$ cat src/design/buzzer_note_sequencer_macros.svh
// Assertion macros for the buzzer note sequencer.
// Used by the top level; no other dependencies.
`ifndef BUZZER_NOTE_SEQUENCER_MACROS_SVH
`define BUZZER_NOTE_SEQUENCER_MACROS_SVH

`ifndef SYNTHESIS
`define BNS_ASSERT_SAME(label, clk, rst_n, ante, cons) \
	label: assert property (@(posedge clk) disable iff (!rst_n) (ante) |-> (cons)) \
		else $error("bns assertion failed");
`define BNS_ASSERT_NEXT(label, clk, rst_n, ante, cons) \
	label: assert property (@(posedge clk) disable iff (!rst_n) (ante) |=> (cons)) \
		else $error("bns assertion failed");
`else
`define BNS_ASSERT_SAME(label, clk, rst_n, ante, cons)
`define BNS_ASSERT_NEXT(label, clk, rst_n, ante, cons)
`endif

`endif

$ cat src/design/bns_ram.sv
// Generic single-port-write, single-port-read RAM with registered read data.
// No dependencies.
module bns_ram #(
	parameter int WIDTH = 16,
	parameter int DEPTH = 256,
	localparam int AW = (DEPTH > 1) ? $clog2(DEPTH) : 1
) (
	input  logic             clk,
	input  logic             we,
	input  logic [AW-1:0]    waddr,
	input  logic [WIDTH-1:0] wdata,
	input  logic [AW-1:0]    raddr,
	output logic [WIDTH-1:0] rdata
);

	logic [WIDTH-1:0] mem [DEPTH];

	always_ff @(posedge clk) begin
		if (we) begin
			mem[waddr] <= wdata;
		end
		rdata <= mem[raddr];
	end

endmodule

$ cat config.mk
export PLATFORM = sky130hd
export DESIGN_NAME = bns_ram
export DESIGN_NICKNAME = d
export VERILOG_FILES = /design/src/design/buzzer_note_sequencer_macros.svh /design/src/design/bns_ram.sv
export SDC_FILE = /design/constraint.sdc
export NUM_CORES = 2
export LEC_CHECK = 0
export BUFFER_PORTS_ARGS = -buffer_cell sky130_fd_sc_hd__buf_2
export CORE_UTILIZATION = 47
export CTS_BUF_LIST = sky130_fd_sc_hd__clkbuf_8
export DETAILED_ROUTE_END_ITERATION = 12
export GPL_ROUTABILITY_DRIVEN = 0
export HOLD_SLACK_MARGIN = 0.1
export PLACE_DENSITY = 0.66
export SLEW_MARGIN = 20
export SYNTH_ARGS = -nofsm -noshare
export SYNTH_HDL_FRONTEND = slang
export SYNTH_SLANG_ARGS = --single-unit
$ cat constraint.sdc
create_clock -name clk -period 7.2 [get_ports clk]
set_input_delay 2.16 -clock clk [delete_from_list [all_inputs] [get_ports clk]]
set_output_delay 2.16 -clock clk [all_outputs]
set_load 0.01 [all_outputs]
* Word level (Yosys, flattened, before mapping)
Memories as Yosys holds them, arrays and structs flattened. A register that Yosys moved wholly into a read port is not among the register bits. Index checks and enable logic that the tools add are counted.
Cells by class: mux-type cells 2
Operators by type and width (number):
- $mux 1 | 2
Storage, ports and cells: register bits after elaboration 0, memory bits (writable) 4096, bits of input ports 34, logic and storage cells 3, memories 1
Memories:
- mem | depth 256, bits a word 16, rd ports 1, clocked after memory_dff 1, write ports 1, RTL line bns_ram.sv:16 | logic [WIDTH-1:0] mem [DEPTH];

* Depth between registers and ports, before layout
word-level depth 2, gate-level depth with buffers 12

* Worst setup path after synthesis
No wires, ideal clock.
path kind input-to-reg, start in waddr[3], end mem mem[235][0], enable pin, setup time 0.388 ns, data arrival time 3.937 ns, path slack 2.875 ns, stages on the path 6, path buffers 3, path through clkbuf_1 > nor2b_1 > clkbuf_1 > nand4_1 > clkbuf_1 > nor2_1
RTL lines:
- start: declaration | RTL line bns_ram.sv:10 | input logic [AW-1:0] waddr,
- end: declaration | RTL line bns_ram.sv:16
Straight into the memory's write port.

==> flow_summary_export.csv <==
group,metric,value,unit
status,outcome,"complete, no violations",
logic_synthesis,synth_compound_area_share,3.54,%
logic_synthesis,synth_mux_area_share,15.5,%
cells_and_area,final_cells,13045,
timing,slew_violations,0,
global_route,busiest_layer,"met2",
logic_synthesis,synth_top_family_by_area,"multiplexers",
floorplanning,start_util,47.2,%
global_route,grt_pass1_vias,79904,
placement,dpl.hpwl,244,mm
timing,fin_tns_setup,0,ns
detailed_routing,via_per_inst,6.17,
clock_tree,numCtsBuffers,641,
setup_path,crit_slowest_cell,"o21ai_0",
clock_tree,cts_resized,0,
logic_synthesis,synth_xor_area_share,0,%
logic_synthesis,syn_area,159000,um^2
setup_path,max_stage_delay,0.82,ns
setup_path,worstSetupPathType,"primary input to register",
clock_tree,clk_latency,1.23,ns
detailed_routing,dr.pass1.iters,6,
timing,period_needed,5.08,ns
timing,rsz0062_at_grt,"no",
cells_and_area,fin_area,178000,um^2
logic_synthesis,ys_types,52,
timing,finalClockSkew,0.0792,ns
placement,dpl_cell_area,166000,um^2
cells_and_area,final_nets,8040,
timing,hold_slack,1.07,ns
logic_synthesis,avgSynthCellArea,21.6,um^2
hold_path,hold_class,"register to register",
logic_synthesis,yosysSeqAreaShare,77.7,%
timing,post-route-period-util,70.5,%
global_route,grt_max_degree,222,
global_route,grt_pass1_wl,592,mm
detailed_routing,routed_wl,421,mm
logic_synthesis,synthesis.nets,7394,
setup_path,r2r_setup_slack,4.15,ns
clock_tree,cts.sinks,4112,
placement,portBuffers,49,
floorplanning,die_w,583,um
logic_synthesis,synth_cells,7360,
detailed_routing,ant_nets,0,
floorplanning,die_area,340000,um^2
clock_tree,cts_hold_buf,0,
clock_tree,clk_pin_slew,0.07,ns
global_route,grt_usage,24.5,%
global_route,use_met3,5.36,%
global_route,use_met1,33.1,%
logic_synthesis,synth-seq-cells,4112,
clock_tree,cts_tree,"done",
logic_synthesis,synthFlopType,"edfxtp_1",
power,ir_drop,0.000179,V
timing,relSlewSlack,15.5,%
setup_path,arrival,6.15,ns
timing,tightest_slew,1.27,ns
setup_path,cp_common_cell,"buf_12",
logic_synthesis,synth-edff-count,4096,
global_route,grt_overflow,0,
global_route,use_met2,38.4,%
setup_path,path_buf_inv,3,
logic_synthesis,synth_fa_ha_area_share,0,%
setup_path,crit_chain,"buf_12 > buf_12 > buf_4 > mux4_2 > a211oi_1 > o21ai_0 > nand3_1 > nor4_1",
detailed_routing,remaining_drc_errors,0,
placement,dp.cells,11877,
timing,setup_viol,0,
setup_path,start_kind,"primary input",
floorplanning,die_h,583,um
floorplanning,core,336000,um^2
detailed_routing,drt_iter0_drc,10522,
logic_synthesis,synth-async-reset-ratio,0,%
clock_tree,clockRootBuffer,"clkbuf_8",
floorplanning,rows,213,
logic_synthesis,yosysWarnings,0,
power,p_leak,56.8,nW
power,power_density,264,nW/um^2
logic_synthesis,synthSimpleGateAreaFrac,1.57,%
global_route,antenna_found_initial,37,
setup_path,cp.required,8.27,ns
timing,fmax,197,MHz
timing,hold_viol_final,0,
job,maxCapViolations,0,
cells_and_area,syn_to_final_growth,12.0,%
floorplanning,io_pins,50,
cells_and_area,drive_above_1_share,25.7,%
setup_path,endpoint_kind,"register",
detailed_routing,vias,80428,
clock_tree,h-tree-depth,6,
clock_tree,post_cts_buffers,0,
detailed_routing,wl_per_cell,32.2,um
setup_path,worstPathMaxFanout,64,
clock_tree,clockBufferDepth,4,
setup_path,path_delay_family,"buffers and inverters",
[worst reg2reg max path, cell delays in order (launching register included)]
cell,delay (ns)
edfxtp_1,0.37
mux4_2,0.46
mux2_2,0.30
a22oi_1,0.47
nand2_1,0.25
o32ai_1,0.90
nor4_1,0.15
[kinds of logic (layout without fill, tap and decap cells)]
kind of cell	Yosys count	in the layout
multiplexers	1450	1450
other	0	32
AND/OR/NAND/NOR	556	556
buffers and inverters	456	1594
flip-flops	4112	4112
AO/OA/AOI/OAI	786	786
[final timing paths]
check,from,to,cells past startpoint
worst max-delay path,raddr[0],rdata[5]$_DFF_P_,8
worst min-delay path,mem[195][9]$_DFFE_PP_,rdata[9]$_DFF_P_,6
worst max register to register,mem[3][11]$_DFFE_PP_,rdata[11]$_DFF_P_,6
worst min register to register,mem[195][9]$_DFFE_PP_,rdata[9]$_DFF_P_,6
[metal layers]
layer / vias up / part of all wire [%]
li1: 32702 / -
met1: 42511 / 38
met2: 4366 / 48
met3: 827 / 9.9
met4: 22 / 4.4
met5: - / 0.036
[placed cells by master, fill, tap and decap left out, types with 11 or more instances in the layout]
master      Yosys  layout
edfxtp_1     4096    4096
mux4_2        797     797
clkbuf_8        0     654
mux2i_1       565     565
buf_4          26     351
nor2_1        304     271
o221ai_1      252     252
inv_1           3     199
a21oi_1       175     175
clkinv_1        0     157
o22ai_1       148     148
mux2_2         88      88
nor3_1         92      88
clkinv_2        0      62
buf_12          5      55
a22oi_1        43      43
nand2_1        38      37
o21ai_0        37      34
diode_2         0      32
a22o_1         32      32
a221oi_1       28      28
buf_2          76      28
nand4_1        26      26
nand3_1        35      24
o32ai_1        20      18
a211oi_1       18      18
nor2_4          0      18
buf_8          11      18
nor4_1         17      17
o31ai_1        16      16
dfxtp_1        16      16
nor2_2          0      15
inv_6           0      15
clkinvlp_4      0      13
and3_1         11      11
nand3_2         0      11
[cell type report]
| class | count | area, um^2 |
|---|---|---|
| multi-input cells | 2792 | 33000 |
| flip-flops and latches | 4112 | 123000 |
| diodes | 32 | 80.1 |
| repair buffers | 455 | 4200 |
| well taps | 4515 | 5650 |
| clock inverters | 482 | 2530 |
| fillers | 25750 | 159000 |
| inverters | 4 | 27.5 |
| clock buffers | 653 | 8990 |
[synth_stat cells, types with 76 or more instances]
master / n / area [um^2]
o221ai_1: 252 / 2210
clkbuf_1: 230 / 863
nor3_1: 92 / 460
mux2i_1: 565 / 5660
buf_2: 76 / 380
mux2_2: 88 / 991
nor2_1: 304 / 1140
buf_6: 77 / 867
a21oi_1: 175 / 876
edfxtp_1: 4096 / 123000
mux4_2: 797 / 17900
o22ai_1: 148 / 926
[metrics by stage]
step	total power [mW]	util [%]	setup WS, ns
detailed placement	29.4	49.4	0.830
finish	46.9	52.9	2.12
floorplan	28.2	-	2.88
global route	48.2	52.9	2.03
global placement	29.4	49.4	0.914
CTS	47.1	52.8	2.12
[state kept, by name, indices dropped and copies added, names as in the netlist]
name / flops
mem: 4096
rdata: 16
[where the power goes]
group | total, mW | internal (mW) | switching (mW) | leakage (nW)
clock network | 17.9 | 8.80 | 9.13 | 6.61
logic | 2.45 | 0.824 | 1.63 | 13.3
registers | 26.5 | 26.4 | 0.0735 | 36.9
total | 46.9 | 36.0 | 10.8 | 56.8
No activity file was read; power rests on OpenSTA's default activity.
